[config.mk]
export PLATFORM = sky130hd
export DESIGN_NAME = alsd_frame_seq
export DESIGN_NICKNAME = d
export VERILOG_FILES = /design/src/hdl/alsd_pkg.sv /design/src/hdl/alsd_frame_seq.sv
export SDC_FILE = /design/constraint.sdc
export NUM_CORES = 1
export LEC_CHECK = 0
export ABC_AREA = 0
export CAP_MARGIN = 20
export CORE_MARGIN = 4
export CORE_UTILIZATION = 55
export CTS_BUF_LIST = sky130_fd_sc_hd__clkbuf_4
export CTS_CLUSTER_SIZE = 12
export DETAILED_ROUTE_END_ITERATION = 8
export DONT_BUFFER_PORTS = 1
export MAX_ROUTING_LAYER = met4
export PLACE_DENSITY = 0.7
export SLEW_MARGIN = 20
export SYNTH_ARGS = -nofsm -noshare
export SYNTH_HDL_FRONTEND = slang
export SYNTH_SLANG_ARGS = --single-unit
export TNS_END_PERCENT = 50
[constraint.sdc]
create_clock -name clk_i -period 6.4 [get_ports clk_i]
set_input_delay 0.64 -clock clk_i [delete_from_list [all_inputs] [get_ports clk_i]]
set_output_delay 0.64 -clock clk_i [all_outputs]
set_load 0.02 [all_outputs]
[src/hdl/alsd_pkg.sv]
// ----------------------------------------------------------------------------
// alsd_pkg
// Types, codes and defaults shared by the LED serial driver modules.
// ----------------------------------------------------------------------------
package alsd_pkg;

  localparam int MaxLedsDefault = 256;

  localparam int ReqTypeW  = 2;
  localparam int LedIndexW = 8;
  localparam int PixelW    = 24;
  localparam int LedCountW = 9;
  localparam int ShortW    = 10;
  localparam int LongW     = 16;
  localparam int CfgIndexW = 3;
  localparam int CfgDataW  = 16;
  localparam int BitPtrW   = 5;
  localparam int PhaseW    = 3;

  // request codes
  localparam logic [ReqTypeW-1:0] REQ_WRITE = 2'd0;
  localparam logic [ReqTypeW-1:0] REQ_START = 2'd1;
  localparam logic [ReqTypeW-1:0] REQ_TICK  = 2'd2;
  localparam logic [ReqTypeW-1:0] REQ_NONE  = 2'd3;

  // configuration register indexes
  localparam logic [CfgIndexW-1:0] CFG_LED_COUNT   = 3'd0;
  localparam logic [CfgIndexW-1:0] CFG_ZERO_HIGH   = 3'd1;
  localparam logic [CfgIndexW-1:0] CFG_ZERO_LOW    = 3'd2;
  localparam logic [CfgIndexW-1:0] CFG_ONE_HIGH    = 3'd3;
  localparam logic [CfgIndexW-1:0] CFG_ONE_LOW     = 3'd4;
  localparam logic [CfgIndexW-1:0] CFG_RESET_LOW   = 3'd5;
  localparam logic [CfgIndexW-1:0] CFG_LATCH_LOW   = 3'd6;
  localparam logic [CfgIndexW-1:0] CFG_SETTLE      = 3'd7;

  // register defaults
  localparam logic [LedCountW-1:0] LED_COUNT_RST  = 9'd256;
  localparam logic [ShortW-1:0]    ZERO_HIGH_RST  = 10'd8;
  localparam logic [ShortW-1:0]    ZERO_LOW_RST   = 10'd17;
  localparam logic [ShortW-1:0]    ONE_HIGH_RST   = 10'd16;
  localparam logic [ShortW-1:0]    ONE_LOW_RST    = 10'd9;
  localparam logic [LongW-1:0]     RESET_LOW_RST  = 16'd2000;
  localparam logic [LongW-1:0]     LATCH_LOW_RST  = 16'd1200;
  localparam logic [ShortW-1:0]    SETTLE_RST     = 10'd20;

  // frame phase codes
  localparam logic [PhaseW-1:0] PH_IDLE   = 3'd0;
  localparam logic [PhaseW-1:0] PH_RESET  = 3'd1;
  localparam logic [PhaseW-1:0] PH_HIGH   = 3'd2;
  localparam logic [PhaseW-1:0] PH_LOW    = 3'd3;
  localparam logic [PhaseW-1:0] PH_LATCH  = 3'd4;
  localparam logic [PhaseW-1:0] PH_SETTLE = 3'd5;

  localparam logic [BitPtrW-1:0] LAST_BIT = 5'(PixelW - 1);

  typedef struct packed {
    logic [ShortW-1:0] zero_high;
    logic [ShortW-1:0] zero_low;
    logic [ShortW-1:0] one_high;
    logic [ShortW-1:0] one_low;
    logic [LongW-1:0]  reset_low;
    logic [LongW-1:0]  latch_low;
    logic [ShortW-1:0] settle;
  } timing_t;

  typedef struct packed {
    logic start;
    logic tick;
  } seq_cmd_t;

  typedef struct packed {
    logic busy_now;
    logic busy_next;
    logic level;
    logic done;
  } seq_stat_t;

  // A zero duration counts as one tick.
  function automatic logic [LongW-1:0] at_least_one(logic [LongW-1:0] v);
    return (v == '0) ? LongW'(1) : v;
  endfunction

endpackage

[src/hdl/alsd_frame_seq.sv]
// ----------------------------------------------------------------------------
// alsd_frame_seq
// Frame phase sequencer: phase, LED and bit pointers and tick counter.
// ----------------------------------------------------------------------------
module alsd_frame_seq #(
  parameter int MaxLeds = alsd_pkg::MaxLedsDefault,
  parameter int PtrW    = (MaxLeds > 1) ? $clog2(MaxLeds) : 1,
  parameter int CntW    = ($clog2(MaxLeds + 1) > alsd_pkg::LedCountW) ?
                          $clog2(MaxLeds + 1) : alsd_pkg::LedCountW
) (
  input  logic                        clk_i,
  input  logic                        rst_ni,
  input  alsd_pkg::seq_cmd_t          cmd_i,
  input  alsd_pkg::timing_t           timing_i,
  input  logic [CntW-1:0]             eff_count_i,
  input  logic [alsd_pkg::PixelW-1:0] pix_word_i,
  output logic [PtrW-1:0]             rd_addr_o,
  output alsd_pkg::seq_stat_t         stat_o
);

  logic [alsd_pkg::PhaseW-1:0]  phase_q, phase_d;
  logic [PtrW-1:0]              led_ptr_q, led_ptr_d;
  logic [alsd_pkg::BitPtrW-1:0] bit_ptr_q, bit_ptr_d;
  logic [alsd_pkg::LongW-1:0]   tick_cnt_q, tick_cnt_d;
  logic [alsd_pkg::LongW-1:0]   tick_inc;
  logic [alsd_pkg::LongW-1:0]   phase_len;
  logic                         cur_bit;
  logic                         done;

  assign cur_bit  = pix_word_i[alsd_pkg::LAST_BIT - bit_ptr_q];
  assign tick_inc = tick_cnt_q + alsd_pkg::LongW'(1);

  always_comb begin
    unique case (phase_q)
      alsd_pkg::PH_RESET:  phase_len = alsd_pkg::at_least_one(timing_i.reset_low);
      alsd_pkg::PH_HIGH:   phase_len = alsd_pkg::at_least_one(alsd_pkg::LongW'(
                             cur_bit ? timing_i.one_high : timing_i.zero_high));
      alsd_pkg::PH_LOW:    phase_len = alsd_pkg::at_least_one(alsd_pkg::LongW'(
                             cur_bit ? timing_i.one_low : timing_i.zero_low));
      alsd_pkg::PH_LATCH:  phase_len = alsd_pkg::at_least_one(timing_i.latch_low);
      alsd_pkg::PH_SETTLE: phase_len = alsd_pkg::at_least_one(
                             alsd_pkg::LongW'(timing_i.settle));
      default:             phase_len = alsd_pkg::LongW'(1);
    endcase
  end

  always_comb begin
    phase_d    = phase_q;
    led_ptr_d  = led_ptr_q;
    bit_ptr_d  = bit_ptr_q;
    tick_cnt_d = tick_cnt_q;
    done       = 1'b0;
    if (cmd_i.start) begin
      phase_d    = alsd_pkg::PH_RESET;
      led_ptr_d  = '0;
      bit_ptr_d  = '0;
      tick_cnt_d = '0;
    end else if (cmd_i.tick && (phase_q != alsd_pkg::PH_IDLE)) begin
      tick_cnt_d = tick_inc;
      // end of phase, or counter wrapped round
      if ((tick_inc >= phase_len) || (tick_inc == '0)) begin
        tick_cnt_d = '0;
        unique case (phase_q)
          alsd_pkg::PH_RESET: begin
            led_ptr_d = '0;
            bit_ptr_d = '0;
            phase_d   = (eff_count_i == '0) ? alsd_pkg::PH_LATCH : alsd_pkg::PH_HIGH;
          end
          alsd_pkg::PH_HIGH: begin
            phase_d = alsd_pkg::PH_LOW;
          end
          alsd_pkg::PH_LOW: begin
            if (bit_ptr_q < alsd_pkg::LAST_BIT) begin
              bit_ptr_d = bit_ptr_q + alsd_pkg::BitPtrW'(1);
              phase_d   = alsd_pkg::PH_HIGH;
            end else if ((CntW'(led_ptr_q) + CntW'(1)) < eff_count_i) begin
              bit_ptr_d = '0;
              led_ptr_d = led_ptr_q + PtrW'(1);
              phase_d   = alsd_pkg::PH_HIGH;
            end else begin
              phase_d = alsd_pkg::PH_LATCH;
            end
          end
          alsd_pkg::PH_LATCH: begin
            if (timing_i.settle != '0) begin
              phase_d = alsd_pkg::PH_SETTLE;
            end else begin
              phase_d = alsd_pkg::PH_IDLE;
              done    = 1'b1;
            end
          end
          default: begin
            phase_d = alsd_pkg::PH_IDLE;
            done    = 1'b1;
          end
        endcase
      end
    end
  end

  always_ff @(posedge clk_i or negedge rst_ni) begin
    if (!rst_ni) begin
      phase_q    <= alsd_pkg::PH_IDLE;
      led_ptr_q  <= '0;
      bit_ptr_q  <= '0;
      tick_cnt_q <= '0;
    end else begin
      phase_q    <= phase_d;
      led_ptr_q  <= led_ptr_d;
      bit_ptr_q  <= bit_ptr_d;
      tick_cnt_q <= tick_cnt_d;
    end
  end

  // fetch the colour for the pointer the next tick will use
  assign rd_addr_o = led_ptr_d;

  assign stat_o.busy_now  = (phase_q != alsd_pkg::PH_IDLE);
  assign stat_o.busy_next = (phase_d != alsd_pkg::PH_IDLE);
  assign stat_o.level     = (phase_q == alsd_pkg::PH_HIGH) ||
                            (phase_q == alsd_pkg::PH_SETTLE);
  assign stat_o.done      = done;

endmodule

======== Word level (Yosys, flattened, before mapping) ========
Index checks and enable logic that the tools add are counted.
cells by class
  add/subtract/negate cells ............... 5
  $lt $le $gt $ge ......................... 4
  eq/ne operators ......................... 6
  muxes and demuxes ....................... 38
  reduce and logical (&&, ||, !) cells .... 18
operators by type and width
  operator                 number
  $logic_not A16 Y1        5
  $mux W16                 5
  $pmux W16 S5             1
  $mux W10                 5
  $mux W8                  5
  $mux W5                  5
  $mux W3                  7
  $add A16 B1 Y16 const B  1
  $ge A16 B16 Y1           1
  $pmux W8 S2              1
  $pmux W3 S4              1
  $logic_not A10 Y1        1
  $pmux W5 S2              1
  $reduce_bool A10 Y1      1
  $add A8 B1 Y9 const B    1
  $logic_not A9 Y1         1
  $lt A9 B9 Y1             1
  $reduce_bool A3 Y1       3
  $add A8 B1 Y8 const B    1
  $eq A3 B2 Y1 const B     2
  $eq A3 B3 Y1 const B     2
  $lt A5 B6 Y1 const B     1
  $add A5 B1 Y5 const B    1
  $bmux W1 S5              1
  11 further kinds         17
storage, ports and cells
  flip-flop bits (word level) ............. 32
  output and inout port bits .............. 12

======== Depth between registers and ports, before layout ========
  depth after elaboration ................. 13
  gate-level depth with buffers ........... 20

======== Worst setup path after synthesis ========
No wires, ideal clock.
  kind .................................... input-to-output
  from .................................... input port pix_word_i[16] in the netlist's numbering
  to ...................................... output port rd_addr_o[2]
  arrival time ............................ 4469 ps
  data required time ...................... 5760 ps
  slack ................................... 1291 ps
  cell stages on the path ................. 16
  path buffers ............................ 3
  cell sequence ........................... mux4_2 -> mux2_2 -> a311o_1 -> clkbuf_1 -> clkbuf_1 -> mux2_2 -> a21oi_1 -> ha_1 -> a21o_1 -> a211o_1 -> a2111oi_0 -> a21oi_1 -> a21oi_2 -> buf_6 -> o31ai_1 -> a31oi_1
between the ends
  longest elaborated chain between the ends .. 11
  elaborated cells between the ends (all ways) .. 14
  classes of those cells .................. order compare: 1; mux: 10; reduce/logical: 3
RTL lines
  what                                line                                        source
  from (decl)                         alsd_frame_seq.sv:16                        input logic [alsd_pkg::PixelW-1:0] pix_word_i,
  $bmux W1 S5 (*)                     alsd_frame_seq.sv:30                        assign cur_bit = pix_word_i[alsd_pkg::LAST_BIT - bit_ptr_q];
  $mux W1 (not written as such) (*)   alsd_frame_seq.sv:30
  $mux W10, on equally long branches  alsd_frame_seq.sv:39, alsd_frame_seq.sv:37
  $logic_not A16 Y1                   alsd_pkg.sv:80                              return (v == '0) ? LongW'(1) : v;
  $mux W10                            alsd_pkg.sv:80
  $pmux W16 S5 (*)                    alsd_frame_seq.sv:34                        unique case (phase_q)
  $ge A16 B16 Y1 (*)                  alsd_frame_seq.sv:61                        if ((tick_inc >= phase_len) || (tick_inc == '0)) begin
  $logic_or A1 B1 Y1 (*)              alsd_frame_seq.sv:61
  $mux W8 (*)                         alsd_frame_seq.sv:61
  $mux W8 (*)                         alsd_frame_seq.sv:58                        end else if (cmd_i.tick && (phase_q != alsd_pkg::PH_IDLE)) begin
  $mux W8 (*)                         alsd_frame_seq.sv:53                        if (cmd_i.start) begin
  to (decl)                           alsd_frame_seq.sv:17                        output logic [PtrW-1:0] rd_addr_o,
Mark *: on every way between the ends. The rest lies on a longest branch, timed or not. The select of a mux whose other input is x is not followed.

======== Final worst setup path ========
  from .................................... register bit_ptr_q[0] in the netlist's numbering
  to ...................................... output port rd_addr_o[0]
between the ends
  longest elaborated chain between the ends .. 12
  elaborated cells between the ends (all ways) .. 18
  classes of those cells .................. add/sub: 1; order compare: 2; mux: 12; reduce/logical: 3
RTL lines
  what                                line                                        source
  from (decl)                         alsd_frame_seq.sv:23                        logic [alsd_pkg::BitPtrW-1:0] bit_ptr_q, bit_ptr_d;
  from (signal assigned)              alsd_frame_seq.sv:110                       bit_ptr_q <= bit_ptr_d;
  $sub A5 B5 Y5                       alsd_frame_seq.sv:30
  $bmux W1 S5                         alsd_frame_seq.sv:30
  $mux W1 (not written as such)       alsd_frame_seq.sv:30
  $mux W10, on equally long branches  alsd_frame_seq.sv:39, alsd_frame_seq.sv:37
  $logic_not A16 Y1                   alsd_pkg.sv:80
  $mux W10                            alsd_pkg.sv:80
  $pmux W16 S5                        alsd_frame_seq.sv:34
  $ge A16 B16 Y1                      alsd_frame_seq.sv:61
  $logic_or A1 B1 Y1                  alsd_frame_seq.sv:61
  $mux W8 (*)                         alsd_frame_seq.sv:61
  $mux W8 (*)                         alsd_frame_seq.sv:58
  $mux W8 (*)                         alsd_frame_seq.sv:53
Marked as above.

==> flow_summary.toml <==
[sta]
fin_crit_ns = 5.812
hold_slack_ns = 0.1086
fin_skew_ns = 0.01122
finalCritPeriodShare_pct = 90.81
worst_pin_slew_ns = 1.010
setup_viol = 0
maxSlewViolCount = 0
tns_ns = 0
rsz0062_at_grt = "no"
maxSlewHeadroom_pct = 32.13
hold_viol = 0
fmax_mhz = 172.1

[power]
p_leak_uw = 0.001680
p_comb_share_pct = 16.3
intPower_uw = 283.9
vdd_drop_max_mv = 0.05434
netSwitchingFraction_pct = 28.01
power_frac_seq_pct = 52.0
power_switching_uw = 110.5
powerDensity_nw_per_um2 = 102.1
clkPwrFrac_pct = 31.7

[clocking]
cts_buffer_depth = 2
cts_setup_buffers = 0
cts-root-buf = "clkbuf_4"
clk_pin_slew_ns = 0.11
cts_tree = "yes"
cts_made_buffers = 5
cts_htree_levels = 2
worstSkewPairLatency_ns = 0.35
cts-resized-gates = 0
cts.sinks = 32

[setup_path]
cp_slowest_cell = "dfrtp_1"
critPathTopFamily = "compound AO/OA/AOI/OAI gates"
start_kind = "flop"
cp_cell_sequence = "mux4_2 -> mux2i_1 -> nor3_1 -> a311o_1 -> buf_6 -> mux2i_1 -> o22ai_1 -> a21oi_1 -> ha_1 -> a21o_1 -> a211o_1 -> a2111oi_0 -> a21oi_1 -> a21oi_2 -> buf_4 -> nor3_2 -> mux2_2"
crit_cells = 17
reg2reg_depth = 17
crit_required_ns = 5.76
cp-endpoint = "rd_addr_o[0]"
rr_endpoint = "led_ptr_q[0]$_DFF_PN0_"
max_stage_delay_ns = 0.58
r2r_start = "bit_ptr_q[0]$_DFFE_PN0P_"
end_kind = "output port"
rrSetupSlack_ns = 1.44
cp.arrival_ns = 5.17
crit_path_start = "bit_ptr_q[0]$_DFFE_PN0P_"
path_buf_inv = 2
critPathMaxFanout = 16
crit_type = "flop to output port"

[logic_synthesis]
async_reset_ff_share_pct = 100.0
synth_top_area_cell = "dfrtp_1"
synthCells = 442
ys_ff_latch = 32
ys_seq_area_share_pct = 21.36
yosysWarningCount = 0
synth_area_leaders = "dfrtp_1 21%, ha_1 9.7%, mux2i_1 4.5%"
syn-num-nets = 590
syn_avg_cell_area_um2 = 8.481
ys_types = 71
yosys.area.top_type_share_pct = 21.36
synth_area_um2 = 3749
synth_edf_count = 0
synth_commonest_cells = "32 x dfrtp_1, 32 x nand2_1, 32 x nor2_1, 29 x ha_1, 19 x nor4_1"
synthFlopType = "dfrtp_1"

[drt]
drt_first_pass_iters = 5
drc = 0
wire_per_inst_um = 20.75
route.vias.total = 3668
drt-initial-drc-count = 266
routed_via_density = 7.136
drt-total-wl_um = 10670
ant_nets = 0

[die]
die_h_um = 90.56
initial_core_util_pct = 57.72
io_pins = 131
core-area_um2 = 6495
floorplan.die_area_um2 = 8200
dieWidth_um = 90.56
rows = 29

[global_routing]
grt_pass1_vias = 3463
grt_overflow_total = 0
grtUsageTotal_pct = 25.35
grt_start_max_net_pins = 33
grt_pass1_wl_um = 16940
antenna_found_initial = 1

[outcome]
status = "finished, final reports clean"

[job]
cap_viol_max_count = 0

[place]
post-dp-hpwl_um = 8568
gp_congestion = 0.9435
port_buffers = 0

[final_layout]
drive_gt1_share_pct = 10.39
area_delta_synth_final_pct = 3.037
fin_nets = 580

[worst_hold_path]
hold_path_class = "input port to async pin"
## registers in the layout, indices dropped and copies added (netlist names)
register    cells
bit_ptr_q       5
led_ptr_q       8
phase_q         3
tick_cnt_q     16
## routing by layer
| layer | global-route usage [%] | vias to the layer above | part of all wire, % |
|---|---|---|---|
| li1 | - | 1730 | - |
| met1 | 33.73 | 1752 | 43 |
| met2 | 41.01 | 172 | 48 |
| met3 | 4.667 | 14 | 8.3 |
| met4 | 3.954 | 0 | 0.93 |
| met5 | - | - | 0 |
## stage by stage
step	area [um^2]	util (%)	std cells	power (uW)	setup WS, ns
CTS	3841	59.14	509	395.5	0.4721
finish	3862	59.47	514	394.4	0.5880
global route	3862	59.47	514	411.4	0.1868
global placement	3765	57.97	500	265.7	0.8934
detailed placement	3765	57.97	500	266.8	0.8248
floorplan	3749	-	442	256.7	1.291
## worst register-to-register path, cell delays in order, from the launching register on
cell,delay (ns)
dfrtp_1,0.58
mux4_2,0.54
mux2i_1,0.17
nor3_1,0.06
a311o_1,0.47
buf_6,0.23
mux2i_1,0.13
o22ai_1,0.15
a21oi_1,0.08
ha_1,0.20
a21o_1,0.18
a211o_1,0.30
a2111oi_0,0.37
a21oi_1,0.22
a21oi_2,0.41
buf_4,0.27
nor3_2,0.10
mux2_2,0.37
## cells in the final DEF, fill, tap and decap left out, drive strengths merged, types with 7 or more instances in the layout
| master | n |
|---|---|
| xnor2 | 10 |
| nor4 | 19 |
| nand3 | 17 |
| xor2 | 8 |
| a32o | 9 |
| a22o | 7 |
| o21ai | 16 |
| mux2i | 17 |
| inv | 15 |
| mux2 | 11 |
| nand2 | 32 |
| clkbuf | 7 |
| dfrtp | 32 |
| a31oi | 7 |
| a21oi | 20 |
| a22oi | 8 |
| nor2 | 32 |
| and3 | 8 |
| ha | 29 |
| nor3 | 17 |
## final cells by class
type | instances | area, um^2
multi-input combinational | 371 | 2778
tap | 77 | 96.34
inverter | 16 | 60.06
timing repair buffer | 6 | 61.31
clock buffer | 7 | 52.55
sequential | 32 | 800.8
clock inverter | 1 | 3.754
fill | 603 | 2633
antenna | 4 | 10.01
## timing repair
item	4_1_cts	5_1_grt
hold buffers	1	0
setup endpoints to repair	0	0
hold endpoints to repair	32	0
## worst min-delay path by stage
stage | start | endpoint | slack [ns] | cells after the start
finish | rst_ni | led_ptr_q[2]$_DFF_PN0_ | 0.11 | 1
global route | rst_ni | led_ptr_q[2]$_DFF_PN0_ | 0.11 | 1
CTS | rst_ni | led_ptr_q[3]$_DFF_PN0_ | 0.12 | 1
detailed placement | rst_ni | led_ptr_q[7]$_DFF_PN0_ | 0.35 | 0
global placement | rst_ni | led_ptr_q[7]$_DFF_PN0_ | 0.35 | 0
floorplan | rst_ni | bit_ptr_q[0]$_DFFE_PN0P_ | 0.34 | 0
## logic make-up (layout without fill, tap and decap cells)
group | count (synthesis) | count (layout) | synth area share [%]
DFF | 32 | 32 | 21.36
other | 0 | 4 | 0
AOI/OAI and AO/OA | 124 | 124 | 25.20
muxes | 34 | 34 | 11.45
buffers and inverters | 39 | 30 | 4.539
and+or+nand+nor | 166 | 166 | 23.57
adders and majority gates | 29 | 29 | 9.680
xor gates and xnor gates | 18 | 18 | 4.206
## power groups by stage
stage	Sequential [uW]	Clock, uW	Combinational [uW]
3_3_place_gp	209	0	56.5
4_1_cts	205	127	63.6
3_5_place_dp	209	0	57.6
2_1_floorplan	209	0	48.2
5_1_grt	205	134	71.8
6_report	205	125	64.3
No activity file was read; power rests on OpenSTA's default activity.
